[config.mk]
export PLATFORM = sky130hd
export DESIGN_NAME = nfps_fmul
export DESIGN_NICKNAME = d
export VERILOG_FILES = /design/src/hdl/nfps_pkg.sv /design/src/hdl/nfps_fmul.sv
export SDC_FILE = /design/constraint.sdc
export NUM_CORES = 2
export LEC_CHECK = 0
export ABC_CLOCK_PERIOD_IN_PS = 26900
export BUFFER_PORTS_ARGS = -buffer_cell sky130_fd_sc_hd__buf_2
export CORE_UTILIZATION = 35
export CTS_CLUSTER_DIAMETER = 200
export DETAILED_ROUTE_END_ITERATION = 8
export HOLD_SLACK_MARGIN = 0.03
export PLACE_DENSITY = 0.57
export SYNTH_ARGS = -nofsm -noshare
export SYNTH_HDL_FRONTEND = slang
export SYNTH_SLANG_ARGS = --single-unit
[constraint.sdc]
create_clock -name clk -period 26.9 [get_ports clk]
set_clock_uncertainty 0.2 [all_clocks]
set_input_delay 1.345 -clock clk [delete_from_list [all_inputs] [get_ports clk]]
set_output_delay 1.345 -clock clk [all_outputs]
set_load 0.01 [all_outputs]
[src/hdl/nfps_pkg.sv]
// Package for the Newton fractal pixel shader.
// Holds fixed-point constants, widths and the saturating helpers; no dependencies.
package nfps_pkg;

    localparam int QW        = 48;
    localparam int INDEX_W   = 12;
    localparam int COUNT_W   = 10;
    localparam int GRAY_W    = 8;
    localparam int REG_IDX_W = 3;

    localparam logic [REG_IDX_W-1:0] REG_X_ORIGIN = 3'd0;
    localparam logic [REG_IDX_W-1:0] REG_Y_ORIGIN = 3'd1;
    localparam logic [REG_IDX_W-1:0] REG_X_STEP   = 3'd2;
    localparam logic [REG_IDX_W-1:0] REG_Y_STEP   = 3'd3;
    localparam logic [REG_IDX_W-1:0] REG_LIMIT    = 3'd4;

    localparam logic signed [QW-1:0] QMAX = {1'b0, {(QW-1){1'b1}}};
    localparam logic signed [QW-1:0] QMIN = {1'b1, {(QW-1){1'b0}}};
    localparam logic signed [QW-1:0] QONE = 48'sh0001_0000_0000;
    localparam logic signed [QW-1:0] QESC = 48'sh0010_0000_0000;

    typedef logic signed [QW-1:0] q_t;

    // Saturates a 50-bit signed value to the 48-bit range.
    function automatic q_t sat50(input logic signed [QW+1:0] v);
        q_t r;
        if (v > $signed({{2{1'b0}}, QMAX}))
            r = QMAX;
        else if (v < $signed({{2{1'b1}}, QMIN}))
            r = QMIN;
        else
            r = v[QW-1:0];
        return r;
    endfunction

    function automatic q_t sadd(input q_t x, input q_t y);
        return sat50({{2{x[QW-1]}}, x} + {{2{y[QW-1]}}, y});
    endfunction

    function automatic q_t ssub(input q_t x, input q_t y);
        return sat50({{2{x[QW-1]}}, x} - {{2{y[QW-1]}}, y});
    endfunction

endpackage

[src/hdl/nfps_fmul.sv]
// Multicycle signed Q16.32 multiplier, floor rounding with saturation.
// Uses one 24x24 partial product per cycle; depends on nfps_pkg.
module nfps_fmul
(
    input  logic           clk,
    input  logic           rst_n,
    input  logic           start,
    input  nfps_pkg::q_t   x,
    input  nfps_pkg::q_t   y,
    output logic           done,
    output nfps_pkg::q_t   p
);

    logic [2:0]  phase_reg, phase_next;
    logic        busy_reg, busy_next;
    logic        neg_reg;
    logic [47:0] mx_reg, my_reg;
    logic [96:0] acc_reg, acc_next;
    logic        done_reg;
    nfps_pkg::q_t p_reg;
    logic [23:0] xa, yb;
    logic [47:0] pp;
    logic [96:0] pp_sh;
    logic [96:0] fl;
    nfps_pkg::q_t res;

    always_comb
    begin
        xa = phase_reg[1] ? mx_reg[47:24] : mx_reg[23:0];
        yb = phase_reg[0] ? my_reg[47:24] : my_reg[23:0];
        pp = xa * yb;
        unique case (phase_reg[1:0])
            2'd0: pp_sh = {49'd0, pp};
            2'd1, 2'd2: pp_sh = {25'd0, pp, 24'd0};
            default: pp_sh = {1'b0, pp, 48'd0};
        endcase
        acc_next = acc_reg + pp_sh;
        busy_next = busy_reg;
        phase_next = phase_reg;
        if (start)
        begin
            busy_next = 1'b1;
            phase_next = 3'd0;
        end
        else if (busy_reg)
        begin
            phase_next = phase_reg + 3'd1;
            if (phase_reg == 3'd4)
                busy_next = 1'b0;
        end
    end

    always_comb
    begin
        fl = acc_reg >> 32;
        if (!neg_reg)
        begin
            res = (fl > {49'd0, nfps_pkg::QMAX}) ? nfps_pkg::QMAX : fl[47:0];
        end
        else
        begin
            fl = fl + {96'd0, (acc_reg[31:0] != 32'd0)};
            res = (fl > 97'h8000_0000_0000) ? nfps_pkg::QMIN : -fl[47:0];
        end
    end

    always_ff @(posedge clk or negedge rst_n)
    begin
        if (!rst_n)
        begin
            busy_reg <= 1'b0;
            phase_reg <= 3'd0;
            done_reg <= 1'b0;
        end
        else
        begin
            busy_reg <= busy_next;
            phase_reg <= phase_next;
            done_reg <= busy_reg && !start && phase_reg == 3'd4;
        end
    end

    always_ff @(posedge clk)
    begin
        if (start)
        begin
            neg_reg <= x[47] ^ y[47];
            mx_reg <= x[47] ? -x : x;
            my_reg <= y[47] ? -y : y;
            acc_reg <= '0;
        end
        else if (busy_reg && phase_reg < 3'd4)
            acc_reg <= acc_next;
        if (busy_reg && phase_reg == 3'd4)
            p_reg <= res;
    end

    // busy stays set through phase 4 so the result stage sees the final sum
    assign done = done_reg;
    assign p = p_reg;

endmodule

Word level (Yosys, flattened, before mapping)
Index checks and enable logic that the tools add are counted.
{"block": "classes", "addsub": 6, "mul": 1, "div": 0, "order_cmp": 3, "n_eq_ne": 3, "shifts": 0, "n_mux": 13, "bitwise": 1, "n_reduce_logical": 9}
{"op": "$pmux W96 S2", "n": 1}
{"op": "$mux W48", "n": 3}
{"op": "$neg A48 Y48", "n": 3}
{"op": "$add A97 B97 Y97", "n": 1}
{"op": "$mux W47", "n": 2}
{"op": "$add A65 B1 Y66", "n": 1}
{"op": "$gt A66 B48 Y1 const B", "n": 1}
{"op": "$gt A65 B47 Y1 const B", "n": 1}
{"op": "$mul A24 B24 Y48", "n": 1}
{"op": "$mux W24", "n": 2}
{"op": "$reduce_bool A32 Y1", "n": 1}
{"op": "$mux W3", "n": 2}
{"op": "$logic_and A1 B1 Y1", "n": 4}
{"op": "$add A3 B1 Y3 const B", "n": 1}
{"op": "$eq A3 B3 Y1 const B", "n": 1}
{"op": "$lt A3 B3 Y1 const B", "n": 1}
{"op": "$mux W1", "n": 3}
{"op": "$eq A2 B1 Y1 const B", "n": 1}
{"op": "$eq A2 B2 Y1 const B", "n": 1}
{"op": "$logic_not A2 Y1", "n": 1}
{"op": "$reduce_bool A2 Y1", "n": 1}
{"op": "$reduce_or A2 Y1", "n": 1}
{"op": "$logic_not A1 Y1", "n": 1}
{"op": "$xor A1 B1 Y1", "n": 1}
{"block": "word_totals", "reg_bits": 247, "latch_bits": 0, "ram_bits": 0, "mem_bits_ro": 0, "input_bits": 99, "wordCells": 46, "memories": 0}

Logic depth before layout (Yosys ltp)
{"block": "logic_depth", "ltp_word": 5, "depth_mapped": 45}

Worst setup path before layout
OpenSTA, ideal clock, no wires.
{"block": "synth_path", "kind": "flip-flop to flip-flop", "from": "register phase_reg[0]", "to": "register acc_reg[85]", "setup_ns": 0.074, "arrival_time_ns": 10.600, "t_required_ns": 26.626, "path_slack_ns": 16.026, "path_stages_with_launch": 42, "n_path_buf": 5, "period_less_slack_ns": 10.874, "cell_sequence": "dfrtp_1 clkbuf_1 clkbuf_1 clkbuf_1 mux2i_1 clkbuf_1 nor2_1 fa_1 fa_1 inv_1 fa_1 inv_1 fa_1 inv_1 fa_1 inv_1 fa_1 inv_1 [... 6 more ...] o31ai_1 a31oi_1 o31ai_1 nor2_1 o21ai_0 xnor2_1 o22ai_1 ha_1 clkbuf_1 nand4_1 nor4_1 nand4_1 a2111oi_0 nor2_1 o41ai_1 a41oi_1 xor2_1 o21ai_0"}
{"block": "synth_between", "elab_chain_len": 4, "word_cells_on_any_way": 10}
{"item": "start, declared", "line_no": "nfps_fmul.sv:14", "source": "logic [2:0] phase_reg, phase_next;"}
{"item": "start signal, assigned", "line_no": "nfps_fmul.sv:78", "source": "phase_reg <= phase_next;"}
{"item": "$mux W24, or another cell as far along", "line_no": "nfps_fmul.sv:30", "source": "yb = phase_reg[0] ? my_reg[47:24] : my_reg[23:0];"}
{"item": "$mul A24 B24 Y48 / $reduce_or A2 Y1 (equally long branches)", "line_no": "nfps_fmul.sv:31, nfps_fmul.sv:32"}
{"item": "$pmux W96 S2", "line_no": "nfps_fmul.sv:32", "source": "unique case (phase_reg[1:0])"}
{"item": "$add A97 B97 Y97", "line_no": "nfps_fmul.sv:37", "source": "acc_next = acc_reg + pp_sh;"}
{"item": "end signal, assigned", "line_no": "nfps_fmul.sv:93", "source": "acc_reg <= acc_next;"}
{"item": "end, declared", "line_no": "nfps_fmul.sv:18", "source": "logic [96:0] acc_reg, acc_next;"}
Several ways; a longest one is shown, not always the timed one.
A chain may end at the register's enable or synchronous reset.

Final worst setup path
{"block": "layout_path", "from": "register phase_reg[1]", "to": "register acc_reg[85]"}
{"block": "layout_between", "elab_chain_len": 4, "word_cells_on_any_way": 10}
{"item": "$mux W24, or another cell as far along", "line_no": "nfps_fmul.sv:29", "source": "xa = phase_reg[1] ? mx_reg[47:24] : mx_reg[23:0];"}
{"item": "$mul A24 B24 Y48 / $reduce_or A2 Y1 (equally long branches)", "line_no": "nfps_fmul.sv:31, nfps_fmul.sv:32"}
{"item": "$pmux W96 S2", "line_no": "nfps_fmul.sv:32"}
{"item": "$add A97 B97 Y97", "line_no": "nfps_fmul.sv:37"}
Several ways; a longest one is shown, not always the timed one.

==> run_results.csv <==
group,metric,value,unit
status,outcome,"finished, final reports clean",
grt,grt_start_max_net_pins,73,
timing,slew_violations,0,
route,ant_nets,0,
route,drcViolationCount,0,
logic_synthesis,synthCells,4691,
setup_path,critPathTopFamily,"adder cells",
setup_path,cpMostUsedCell,"fa_1",
floorplanning,io-pin-count,148,
setup_path,crit_type,"reg2reg",
placed_design,gp_congestion,0.952,
timing,fmax,79.9,MHz
cells_and_area,largest_reg_flops,97,
grt,antenna_found_initial,0,
logic_synthesis,synthTopCellsByCount,"637 x nand2_1, 633 x inv_1, 483 x fa_1",
timing,relSlewSlack,22.7,%
floorplanning,start_util,35.3,%
grt,grt_pass1_wl,198,mm
timing,fin_ws,14.39,ns
clocking,numCtsBuffers,34,
logic_synthesis,synth_warnings,0,
floorplanning,core-area,111000,um^2
worst_hold_path,min-delay-path-class,"reg2reg",
clocking,clk-insertion-delay-late,0.60,ns
clocking,cts_setup_buffers,0,
floorplanning,dieArea,113000,um^2
setup_path,cp.buffers_inverters,5,
cells_and_area,final_area,42300,um^2
flow_run,drv_cap,0,
timing,tightest_slew,1.16,ns
setup_path,worstSetupStartpointType,"flop",
placed_design,dpl_cell_area,41200,um^2
cells_and_area,drive_gt1_share,7.81,%
floorplanning,num_rows,122,
logic_synthesis,synth.most_common_cell,"nand2_1",
logic_synthesis,syn_nets,5551,
cells_and_area,n_antenna_cell,0,
timing,post-route-period-util,46.5,%
clocking,clk_pin_slew,0.06,ns
route,drt_wl_total,129,mm
logic_synthesis,syn_avg_cell_area,8.32,um^2
setup_path,cpPeakStageDelay,0.88,ns
route,wl_per_cell,20.8,um
route,first_pass_iters,8,
logic_synthesis,synth-edff-count,145,
route,drt_first_iter_violations,2493,
logic_synthesis,synth-seq-cells,247,
grt,grt_usage,22.8,%
logic_synthesis,synth_top_flop_cell,"edfxtp_1",
clocking,postCtsHoldBufs,0,
clocking,tritoncts,"built",
timing,finalHoldViolations,0,
route,viasPerCell,5.41,
floorplanning,die_h,336,um
timing,setup_viol,0,
clocking,cts_root_buf,"clkbuf_16",
logic_synthesis,synthTopCellsByArea,"fa_1 25%, edfxtp_1 11%, ha_1 8.9%, nand2_1 6.1%, inv_1 6.1%",
logic_synthesis,synth_top_area_share,24.8,%
setup_path,critPathCaptureType,"flop",
grt,grt-ovfl-total,0,
route,vias,33600,
setup_path,path_max_fanout,52,
timing,grt_setup_unrepaired,"no",
cells_and_area,n_fill_cell,11500,
clocking,clock-sinks,247,
cells_and_area,final_nets,5549,
cells_and_area,synthToLayoutAreaGrowth,8.50,%
setup_path,cp_slowest_cell,"mux2i_1",
logic_synthesis,synth_top_area_cell,"fa_1",
logic_synthesis,async_flop_share,2.02,%
floorplanning,die_x,336,um
setup_path,cp.required,27.19,ns
placed_design,hpwlAfterDp,102,mm
logic_synthesis,ys_types,85,
clocking,h-tree-depth,2,
placed_design,port_buffers,147,
setup_path,arrival,12.80,ns
placed_design,place_ws,14.52,ns
logic_synthesis,synth_seq_area_share,16.5,%
timing,fin_setup_tns,0,ns
logic_synthesis,syn_area,39000,um^2
timing,post-route-min-period,12.51,ns
clocking,clk_path_buf_depth,3,
grt,first_global_vias,32900,
clocking,cts-resized-gates,0,
==> final cells by class <==
type | instances | area (um^2) | share of cell area [%]
Inverter | 634 | 2380 | 5.62
Clock inverter | 15 | 165 | 0.390
Sequential cell | 247 | 6420 | 15.2
Clock buffer | 46 | 973 | 2.30
Tap cell | 1488 | 1860 | 4.40
Timing Repair Buffer | 207 | 1190 | 2.82
Multi-Input combinational cell | 3565 | 29300 | 69.3
==> stage by stage <==
step                      util, %  hold WS [ns]  cells
after floorplan                 -         0.249   4691
after global placement       37.2         0.265   6141
after detailed placement     37.2         0.269   6141
after CTS                    38.3         0.277   6202
after global routing         38.3         0.291   6202
final                        38.3         0.275   6202
==> metal layers <==
layer,vias up,wire (um),track usage [%]
li1,15700,-,-
met1,16400,56700,31.1
met2,1254,57400,36.2
met3,231,9400,3.59
met4,0,5350,8.76
met5,-,0,0
==> tightest hold or removal path, stage by stage, from the launching register on <==
cell,delay (ns)
dfxtp_1,0.32
nand2_1,0.06
a21oi_1,0.05
==> worst paths after layout <==
check	startpoint	end	slack, ns	cells past startpoint
hold / removal	acc_reg[8]	acc_reg[8]	0.28	2
max in group asynchronous	rst_n	phase_reg[0]	25.86	1
hold reg to reg	acc_reg[8]	acc_reg[8]	0.28	2
setup / recovery	phase_reg[1]	acc_reg[85]	14.39	36
min in group asynchronous	rst_n	phase_reg[2]	0.40	1
setup reg to reg	phase_reg[1]	acc_reg[85]	14.39	36
==> cells by family (layout without fill, tap and decap cells) <==
logic type,after synthesis,after routing,synth area share (%)
AOI/OAI and AO/OA,870,870,14.1
xor gates and xnor gates,272,272,6.10
adders and majority gates,761,761,33.7
buffers and inverters,879,902,8.48
DFF,247,247,16.5
muxes,102,102,2.77
and+or+nand+nor,1560,1560,18.4
==> cells in the final DEF, fill, tap and decap left out, types with 20 or more instances in the layout <==
cell type / count
nand2_1: 637
inv_1: 633
fa_1: 483
nor2_1: 423
ha_1: 278
a21oi_1: 257
o21ai_0: 205
xnor2_1: 201
buf_2: 146
edfxtp_1: 145
dfxtp_1: 97
nand4_1: 74
xor2_1: 71
nand3_1: 70
a21o_1: 67
buf_4: 60
and2_1: 53
nor3_1: 52
mux2_2: 49
mux2i_1: 45
nor4_1: 44
o31ai_1: 41
o21bai_1: 39
clkbuf_16: 37
or4_1: 30
a31oi_1: 29
o22ai_1: 27
and3_1: 26
or3_1: 26
nand2b_1: 25
o21a_1: 21
o211ai_1: 21
and4_1: 20
o41ai_1: 20
Power is not shown: default switching activity piles up to over one toggle a cycle in this logic, so the estimate is an artifact.
