`config.mk`:
```
export PLATFORM = sky130hd
export DESIGN_NAME = nfps_fdiv
export DESIGN_NICKNAME = d
export VERILOG_FILES = /design/src/hdl/nfps_pkg.sv /design/src/hdl/nfps_fdiv.sv
export SDC_FILE = /design/constraint.sdc
export NUM_CORES = 1
export LEC_CHECK = 0
export ABC_AREA = 1
export ABC_CLOCK_PERIOD_IN_PS = 5130
export BUFFER_PORTS_ARGS = -buffer_cell sky130_fd_sc_hd__buf_2
export CORE_MARGIN = 1.5
export CORE_UTILIZATION = 60
export DETAILED_ROUTE_END_ITERATION = 8
export GPL_TIMING_DRIVEN = 0
export PLACE_DENSITY = 0.87
export RECOVER_POWER = 50
export SETUP_SLACK_MARGIN = 0.02
export SLEW_MARGIN = 5
export SYNTH_ARGS = -nofsm -noshare
export SYNTH_HDL_FRONTEND = slang
export SYNTH_SLANG_ARGS = --single-unit
```
`constraint.sdc`:
```
create_clock -name clk -period 5.13 [get_ports clk]
set_input_delay 0.2565 -clock clk [delete_from_list [all_inputs] [get_ports clk]]
set_output_delay 0.2565 -clock clk [all_outputs]
set_load 0.01 [all_outputs]
```
`src/hdl/nfps_pkg.sv`:
```
// Package for the Newton fractal pixel shader.
// Holds fixed-point constants, widths and the saturating helpers; no dependencies.
package nfps_pkg;

    localparam int QW        = 48;
    localparam int INDEX_W   = 12;
    localparam int COUNT_W   = 10;
    localparam int GRAY_W    = 8;
    localparam int REG_IDX_W = 3;

    localparam logic [REG_IDX_W-1:0] REG_X_ORIGIN = 3'd0;
    localparam logic [REG_IDX_W-1:0] REG_Y_ORIGIN = 3'd1;
    localparam logic [REG_IDX_W-1:0] REG_X_STEP   = 3'd2;
    localparam logic [REG_IDX_W-1:0] REG_Y_STEP   = 3'd3;
    localparam logic [REG_IDX_W-1:0] REG_LIMIT    = 3'd4;

    localparam logic signed [QW-1:0] QMAX = {1'b0, {(QW-1){1'b1}}};
    localparam logic signed [QW-1:0] QMIN = {1'b1, {(QW-1){1'b0}}};
    localparam logic signed [QW-1:0] QONE = 48'sh0001_0000_0000;
    localparam logic signed [QW-1:0] QESC = 48'sh0010_0000_0000;

    typedef logic signed [QW-1:0] q_t;

    // Saturates a 50-bit signed value to the 48-bit range.
    function automatic q_t sat50(input logic signed [QW+1:0] v);
        q_t r;
        if (v > $signed({{2{1'b0}}, QMAX}))
            r = QMAX;
        else if (v < $signed({{2{1'b1}}, QMIN}))
            r = QMIN;
        else
            r = v[QW-1:0];
        return r;
    endfunction

    function automatic q_t sadd(input q_t x, input q_t y);
        return sat50({{2{x[QW-1]}}, x} + {{2{y[QW-1]}}, y});
    endfunction

    function automatic q_t ssub(input q_t x, input q_t y);
        return sat50({{2{x[QW-1]}}, x} - {{2{y[QW-1]}}, y});
    endfunction

endpackage

```
`src/hdl/nfps_fdiv.sv`:
```
// Bit-serial restoring divider giving floor(n * 2^32 / d) with saturation.
// One quotient bit per cycle; depends on nfps_pkg.
module nfps_fdiv
(
    input  logic           clk,
    input  logic           rst_n,
    input  logic           start,
    input  nfps_pkg::q_t   n,
    input  nfps_pkg::q_t   d,
    output logic           done,
    output nfps_pkg::q_t   q
);

    logic        busy_reg;
    logic [6:0]  cnt_reg;
    logic        neg_reg;
    logic [79:0] num_reg;
    logic [47:0] den_reg;
    logic [48:0] rem_reg;
    logic [48:0] quo_reg;
    logic        over_reg;
    logic        done_reg;
    nfps_pkg::q_t q_reg;
    logic [48:0] rsh;
    logic        ge;
    logic [48:0] qp;

    assign rsh = {rem_reg[47:0], num_reg[79]};
    assign ge = rsh >= {1'b0, den_reg};

    always_comb
    begin
        qp = quo_reg + {48'd0, (rem_reg != 49'd0)};
    end

    always_ff @(posedge clk or negedge rst_n)
    begin
        if (!rst_n)
        begin
            busy_reg <= 1'b0;
            cnt_reg <= 7'd0;
            done_reg <= 1'b0;
        end
        else
        begin
            done_reg <= 1'b0;
            if (start)
            begin
                busy_reg <= 1'b1;
                cnt_reg <= 7'd0;
            end
            else if (busy_reg)
            begin
                cnt_reg <= cnt_reg + 7'd1;
                if (cnt_reg == 7'd80)
                begin
                    busy_reg <= 1'b0;
                    done_reg <= 1'b1;
                end
            end
        end
    end

    always_ff @(posedge clk)
    begin
        if (start)
        begin
            neg_reg <= n[47];
            num_reg <= {(n[47] ? -n : n), 32'd0};
            den_reg <= d;
            rem_reg <= '0;
            quo_reg <= '0;
            over_reg <= 1'b0;
        end
        else if (busy_reg && cnt_reg < 7'd80)
        begin
            num_reg <= {num_reg[78:0], 1'b0};
            rem_reg <= ge ? rsh - {1'b0, den_reg} : rsh;
            quo_reg <= {quo_reg[47:0], ge};
            if (quo_reg[47] || quo_reg[48])
                over_reg <= 1'b1;
        end
        else if (busy_reg)
        begin
            if (!neg_reg)
                q_reg <= (over_reg || quo_reg[48:47] != 2'd0) ? nfps_pkg::QMAX
                                                               : quo_reg[47:0];
            else
                q_reg <= (over_reg || qp > 49'h0_8000_0000_0000) ? nfps_pkg::QMIN
                                                                 : -qp[47:0];
        end
    end

    assign done = done_reg;
    assign q = q_reg;

endmodule

```
### Word-level counts from Yosys, hierarchy flattened

Index checks and enable logic that the tools add are counted.

* input port bits: 99
* register bits after elaboration: 253
* output and inout bits: 49
* logic and storage cells: 46

* order comparisons: 3
* reduce and logical (&&, ||, !) cells: 10
* add/sub/neg operators: 5
* bitwise operators: 2
* equal/unequal tests: 1
* muxes and demuxes: 15

Operators by type and width (count)
* 48-bit 2-to-1 mux: 4
* 80-bit 2-to-1 mux: 2
* 48-bit negator: 2
* 49-bit by 1-bit adder with 49-bit output: 1
* 49-bit by 48-bit greater-or-equal comparator with 1-bit output: 1
* 49-bit by 48-bit greater-than comparator with 1-bit output (second input constant): 1
* 49-bit 2-to-1 mux: 1
* 49-bit nonzero test: 1
* 49-bit by 48-bit subtractor with 49-bit output: 1
* 7-bit 2-to-1 mux: 2
* 7-bit by 1-bit adder with 7-bit output (second input constant): 1
* 7-bit == test (second input constant): 1
* 7-bit < comparator (second input constant): 1
* 1-bit 2-to-1 mux: 6
* 2-bit nonzero test: 3
* 1-bit logical OR: 3
* 3-bit AND reduction: 1
* 1-bit NOT: 2
* 2-bit AND reduction: 1
* 1-bit logical AND: 1

### Longest topological paths before layout

Gate-level depths: netlist of the first run.

* word-level depth: 6
* mapped depth: 23
* gate-level depth less buffers: 23

### Worst setup path after synthesis of the first run

No wires, ideal clock.

* path type: reg2reg
* start: reg cnt_reg[4]
* end: reg q_reg[0], in the netlist q[0] (enable)
* slack: 0.503 ns
* cell stages (with the launch flop): 8
* arrival time: 4.173 ns
* clock period less this slack: 4.627 ns
* setup time: 0.453 ns
* buffers on the path: 1
* data required time: 4.677 ns
* cell sequence: dfrtp_1 inv_1 a21oi_1 nor2_1 nor2_1 clkinv_1 clkbuf_1 nor2_1

* cells in the longest elaborated chain, start to end: 4

Ends and longest elaborated chain
* from (decl): line nfps_fdiv.sv:15 `logic [6:0] cnt_reg;`
* from (signal assigned): line nfps_fdiv.sv:54 `cnt_reg <= cnt_reg + 7'd1;`
* 7-bit < comparator: line nfps_fdiv.sv:75 `else if (busy_reg && cnt_reg < 7'd80)`
* 1-bit logical AND: line nfps_fdiv.sv:75
* 1-bit NOT (no line)
* 3-bit AND reduction (no line)
* to (signal assigned): line nfps_fdiv.sv:86 `q_reg <= (over_reg || quo_reg[48:47] != 2'd0) ? nfps_pkg::QMAX`
* to (signal assigned): line nfps_fdiv.sv:89 `q_reg <= (over_reg || qp > 49'h0_8000_0000_0000) ? nfps_pkg::QMIN`
* to (decl): line nfps_fdiv.sv:23 `nfps_pkg::q_t q_reg;`

Every way passes these cells.
A chain may end at the register's enable or synchronous reset.

### Worst setup path in the final report of the first run

* start: reg rem_reg[28]
* end: reg q_reg[47], in the netlist q[47] (data pin)

* cells in the longest elaborated chain, start to end: 6
* elaborated cells between the ends (all ways): 7
* classes of those cells: 2 x add/sub; 1 x order compare; 2 x mux; 2 x reduce/logical

Ends and longest elaborated chain
* from (decl): line nfps_fdiv.sv:19 `logic [48:0] rem_reg;`
* from (signal assigned): line nfps_fdiv.sv:78 `rem_reg <= ge ? rsh - {1'b0, den_reg} : rsh;`
* 49-bit nonzero test (*): line nfps_fdiv.sv:33 `qp = quo_reg + {48'd0, (rem_reg != 49'd0)};`
* 49-bit by 1-bit adder with 49-bit output (*): line nfps_fdiv.sv:33
* 49-bit by 48-bit greater-than comparator with 1-bit output: line nfps_fdiv.sv:89
* 1-bit logical OR: line nfps_fdiv.sv:89
* 48-bit 2-to-1 mux (*): line nfps_fdiv.sv:89
* 48-bit 2-to-1 mux (*): line nfps_fdiv.sv:85 `if (!neg_reg)`

Every way passes the cells marked *; elsewhere a longest branch is shown, timed or not.

==> flow_summary.ini, run 1 <==
[setup_path]
worst-path-buf-inv = 3
crit_arrival_ps = 5180
required_ps = 5440
crit_family = simple AND/OR/NAND/NOR gates
path_class = flip-flop to flip-flop
cpMostUsedCell = ha_1
cp-start-kind = flip-flop
crit_slowest_cell = or4_1
crit_fanout = 10
cpPeakStageDelay_ps = 720
end_kind = flip-flop
crit_chain = nor4_1 > nand4_1 > or4_1 > ha_1 > ha_1 > inv_1 > ha_1 > inv_1 > nor2_1 > nand3_1 > nor2_4 > nand3_4 > nor2_4 > nand3_4 > nor2_8 > nand4_4 > nand2_1 > nand2_2 > buf_6 > nor2_2 > nor2_1

[power]
power_density_mw_per_mm2 = 259.1
fin_total_pwr_w = 0.005317
ir_drop_v = 0.0003507
p_leak_nw = 8.857

[global_route]
grt_pass1_vias = 18520
antenna_found_initial = 2
overflow = 0
grt_max_degree = 54
track_usage = 0.4023
grt_pass1_wl_mm = 96.69

[detailed_routing]
via_per_inst = 6.029
num_vias = 19190
first_pass_iters = 7
routedWlPerCell_um = 19.67
routed_wl_mm = 62.60
route.detailed.drc = 0
dr.first_iter.drc_count = 2118
postRouteAntennaNets = 0

[floorplan]
initial_core_util = 0.6148
die-area_sq_mm = 0.03069
num_rows = 62
die_h_um = 175.2
core_sq_mm = 0.02894
io_pins = 148
die_width_um = 175.2

[sta]
fmax_ghz = 0.2055
tightest_slew_ps = 3220
finalSetupViolations = 0
post-route-period-util = 0.9485
fin_skew_ps = 22.64
drv_slew = 54
final_hold_viol_count = 0
rsz0062_at_grt = no
maxSlewHeadroom = -1.147
finalSetupTns_ps = 0
fin_crit_ps = 4866

[placement]
place_congestion = 1.009
dp_hpwl_mm = 45.49
portBuffers = 147

[cells_and_area]
areaGrowthSynthToFinish_pct = 15.34
num-nets-final = 2929
layout-drive-gt1-share = 0.08867

[cts]
h-tree-depth = 1
cts_made_buffers = 28
clock-root-buffer = clkbuf_16
cts_tree = done
clk_pin_slew_ps = 60
postCtsSetupRepairBufs = 0
clk_latency_ps = 570
max-clock-path-buffers = 3
clock-sinks = 253

[job]
cap_violations = 1

[yosys]
synth_top_area_share = 0.2448
yosysWarningCount = 0
ys_types = 52
yosys.area.top_type = edfxtp_1
syn_area_per_cell_sq_um = 6.990
synth_nets = 2699
synth_ff_type = edfxtp_1
synth_edf_count = 145
ys_seq_area_frac = 0.3688
yosys-top-cells-area = edfxtp_1 (24%), nand2_1 (15%), dfxtp_1 (11%)
async_reset_ff_frac = 0.03557
synth_seq_cells = 253
syn_area_sq_mm = 0.01779
postSynthCellCount = 2545

[status]
failed_checks = max-capacitance violations, max-slew violations
status = complete, but fails checks

[min_path]
hold_class = primary input to flip-flop
-- worst min-delay path: cells and delay by family --
kind / cells / cell delay [ps]
buffers and inverters: 1 / 120
AO/OA/AOI/OAI: 1 / 130
XOR/XNOR: 1 / 60
-- cell type report --
class / instances / area, sq um
multi-input combinational: 1935 / 9859
fill: 2307 / 8417
sequential: 253 / 6561
timing repair buffer: 200 / 1214
inverter: 290 / 1089
clock buffer: 36 / 807.0
tap: 384 / 480.5
buffer: 67 / 294.0
clock inverter: 16 / 209.0
antenna: 2 / 5.005
-- repair_timing --
action	4_1_cts	5_1_grt
hold endpoints to repair	59	0
gates resized for setup	0	2
endpoints found under the setup margin	0	2
hold buffers	51	0
-- final timing paths --
kind	to	depth (start not counted)	slack (ps)	from
hold reg to reg	rem_reg[34]	2	490	rem_reg[34]
max in group asynchronous	cnt_reg[1]	2	4550	rst_n
hold / removal	num_reg[55]	3	110	n[23]
setup reg to reg	q[47]	21	260	rem_reg[28]
min in group asynchronous	busy_reg	2	200	rst_n
setup / recovery	q[47]	21	260	rem_reg[28]
-- per-layer routing --
layer,wire length [um],GRT usage
met5,42,0
met4,4409,0.2514
met3,5858,0.06353
met2,28870,0.6772
met1,23420,0.4819
-- synthesized netlist by cell type, types with 16 or more instances --
| cell | number |
|---|---|
| edfxtp_1 | 145 |
| o211ai_1 | 22 |
| nand2_2 | 25 |
| nor2_1 | 310 |
| nor2_4 | 21 |
| nand4_1 | 48 |
| nor4_1 | 32 |
| nand2_1 | 702 |
| xnor2_1 | 28 |
| o22ai_1 | 48 |
| nor3_1 | 27 |
| nor2_2 | 16 |
| clkbuf_1 | 52 |
| ha_1 | 54 |
| xor2_1 | 58 |
| o21ai_0 | 216 |
| dfxtp_1 | 99 |
| nand3_1 | 130 |
| inv_1 | 281 |
| a21oi_1 | 114 |
-- through the flow --
step / setup WS [ps] / hold WS [ps] / instance area, sq um / util / std cells
after floorplan: 503.3 / -39.09 / 17790 / - / 2545
after global placement: -2057 / 107.5 / 19010 / 0.6568 / 3076
after detailed placement: 401.1 / 116.8 / 19050 / 0.6585 / 3078
after CTS: 354.3 / 73.89 / 20580 / 0.7113 / 3181
after global routing: 82.55 / 119.5 / 20520 / 0.7090 / 3182
final: 264.4 / 106.6 / 20520 / 0.7091 / 3183
-- cell usage in the layout (no fill, tap or decap), types with 27 or more instances in the layout --
| master | Yosys | final |
|---|---|---|
| xor2_1 | 58 | 58 |
| xnor2_1 | 28 | 28 |
| nor2_1 | 310 | 308 |
| dfxtp_1 | 99 | 99 |
| a21oi_1 | 114 | 114 |
| o22ai_1 | 48 | 48 |
| o21ai_0 | 216 | 216 |
| dlygate4sd3_1 | 0 | 51 |
| inv_1 | 281 | 281 |
| nand2_1 | 702 | 701 |
| clkbuf_1 | 52 | 112 |
| buf_2 | 6 | 95 |
| ha_1 | 54 | 54 |
| nor4_1 | 32 | 32 |
| nor3_1 | 27 | 27 |
| edfxtp_1 | 145 | 145 |
| nand3_1 | 130 | 130 |
| clkbuf_16 | 0 | 30 |
| nand4_1 | 48 | 48 |
-- kinds of logic (layout without fill, tap and decap cells) --
logic type	count (synthesis)	count (layout)	share of synthesized area
flip-flops	253	253	0.3688
other	0	2	0
buffers and inverters	357	609	0.07765
AND/OR/NAND/NOR	1333	1333	0.3273
XOR/XNOR	86	86	0.04234
AO/OA/AOI/OAI	461	461	0.1447
adder cells (fa/ha/maj)	55	55	0.03911
-- power breakdown --
group / leakage (nW) / internal (W) / switching (W)
sequential: 2.36 / 0.00225 / 0.0000343
clock: 0.503 / 0.00132 / 0.000912
combinational: 6.00 / 0.000276 / 0.000522
Note: power is estimated with default switching activity, not from simulation.
==> run 2, diff against run 1 <==
--- a/config.mk
+++ b/config.mk
@@ -13,6 +13,8 @@
 export DETAILED_ROUTE_END_ITERATION = 8
 export GPL_TIMING_DRIVEN = 0
+export MAX_ROUTING_LAYER = met4
 export PLACE_DENSITY = 0.87
 export RECOVER_POWER = 50
+export REMOVE_ABC_BUFFERS = 1
 export SETUP_SLACK_MARGIN = 0.02
 export SLEW_MARGIN = 5
==> constraint.sdc (replaced) <==
create_clock -name clk -period 5.13 [get_ports clk]
set_input_delay 0.2565 -clock clk [delete_from_list [all_inputs] [get_ports clk]]
set_output_delay 0.2565 -clock clk [all_outputs]
set_load 0.05 [all_outputs]
==> flow_summary.ini, run 2 (same netlist as run 1, synthesis figures left out) <==
[setup_path]
endpoint = q[47]
crit_fanout = 7
cp-start-kind = flip-flop
r2r_cells = 21
cpMostUsedCell = nand2_1
crit_slowest_cell = nor4_1
rr_startpoint = rem_reg[44]
ff2ff_setup_slack_ps = 20
end_kind = flip-flop
required_ps = 5440
r2r-end = q[47]
crit_arrival_ps = 5420
worstSetupStartpoint = rem_reg[44]
path_class = flip-flop to flip-flop
cpPeakStageDelay_ps = 570
crit_chain = nor4_1 > nand4_1 > or4_1 > ha_1 > ha_1 > nand2_1 > nand2_1 > nor2_1 > nand2_1 > nor2_1 > nand2_1 > nor2_1 > nand2_1 > nor2_1 > nand2_1 > nor2_4 > nand3_1 > nand2_1 > nand2_1 > nor2_2 > nor2_1

[status]
failed_checks = max-capacitance violations, max-slew violations
status = complete, but fails checks

[cells_and_area]
nFillCells = 2381
final_util = 0.7036
num-nets-final = 2874
multi_input_area_sq_mm = 0.009902
layout_common_cells = nand2_1 (702), nor2_1 (308), inv_1 (278)
layout-drive-gt1-share = 0.08968
areaGrowthSynthToFinish_pct = 14.44
final_common_cell = nand2_1
seq_area_sq_mm = 0.006561
final_area_sq_mm = 0.02036

[sta]
finalSetupViolations = 0
fin_crit_ps = 5114
post-route-period-util = 0.9968
tightest_slew_ps = 1994
fin_skew_ps = 19.95
final_hold_viol_count = 0
timing.hold.ws_ps = 96.38
drv_slew = 108
maxSlewHeadroom = -0.3294
fmax_ghz = 0.1956
rsz0062_at_grt = no

[power]
p_leak_nw = 8.747
swShare = 0.2870
p_int_w = 0.003676
fin_total_pwr_w = 0.005156
p_switching_w = 0.001480
power_density_mw_per_mm2 = 253.2
power_frac_clock = 0.400
seq_power_share = 0.444
ir_drop_v = 0.0003303
combPwrFrac = 0.157

[floorplan]
die_h_um = 175.2
io_pins = 148
core_sq_mm = 0.02894
die-area_sq_mm = 0.03069
initial_core_util = 0.6148
num_rows = 62
die_width_um = 175.2

[job]
cap_violations = 3

[global_route]
grt_max_degree = 108
track_usage = 0.3983
grt_pass1_wl_mm = 94.52
grt_pass1_vias = 17910
overflow = 0
antenna_found_initial = 0

[detailed_routing]
via_per_inst = 6.049
first_pass_iters = 8
routed_wl_mm = 59.92
postRouteAntennaNets = 0
route.detailed.drc = 0
routedWlPerCell_um = 19.14
num_vias = 18930
dr.first_iter.drc_count = 2097

[cts]
clock-sinks = 253
h-tree-depth = 1
clock-root-buffer = clkbuf_16
clk_latency_ps = 570
cts_tree = done
cts_made_buffers = 29
max-clock-path-buffers = 3
clk_pin_slew_ps = 60

[placement]
dp_hpwl_mm = 43.05
placed_cell_area_sq_mm = 0.01895
portBuffers = 147
place_congestion = 1.005

[min_path]
hold_class = primary input to flip-flop
[run 2: final cells by class]
class	instances	area share
Antenna cell	3	0.0003688
Tap cell	384	0.02360
Multi-Input combinational cell	1936	0.4864
Inverter	290	0.05378
Clock inverter	14	0.004548
Sequential cell	253	0.3223
Timing Repair Buffer	210	0.06785
Clock buffer	40	0.04118
[run 2: critical path, delay by kind of cell (launching register included)]
kind                       cells  cell delay (ps)
and+or+nand+nor               19             3930
DFF                            1              340
adders and majority gates      2              580
[run 2: worst min path at each step]
stage	start	cells past startpoint	slack, ps	endpoint
after CTS	start	3	40	num_reg[32]
after detailed placement	rst_n	1	120	done
after global routing	n[13]	3	120	num_reg[45]
final	n[9]	3	100	num_reg[41]
after global placement	rst_n	1	120	done
after floorplan	rst_n	0	-40	busy_reg
[run 2: repair_timing]
item	in CTS	in global routing
pin swaps	1	2
buffers inserted	0	4
hold buffers	50	0
gates resized for setup	2	1
setup endpoints to repair	5	29
gates cloned	1	0
endpoints found under the hold margin	58	0
[run 2: power groups by stage]
stage | clock network (W) | registers, W | logic [W]
6_report | 0.00206 | 0.00229 | 0.000807
4_1_cts | 0.00204 | 0.00228 | 0.000771
2_1_floorplan | 0 | 0.00231 | 0.000483
5_1_grt | 0.00213 | 0.00229 | 0.000878
3_5_place_dp | 0 | 0.00233 | 0.000727
3_3_place_gp | 0 | 0.00233 | 0.000688
[run 2: stage by stage]
step	instances	TNS (ps)	setup WS [ps]
3_3_place_gp	3009	-616230	-6197
6_report	3130	0	16.47
2_1_floorplan	2478	-107100	-2231
4_1_cts	3123	0	95.12
5_1_grt	3127	0	49.11
3_5_place_dp	3018	-104.5	-97.92
[run 2: layer usage]
metal	track usage	vias to the layer above	routed length, um
li1	-	8837	-
met1	0.5418	8688	25090
met2	0.6262	1220	26790
met3	0.05396	189	6323
met4	0.1047	0	1712
met5	-	-	0
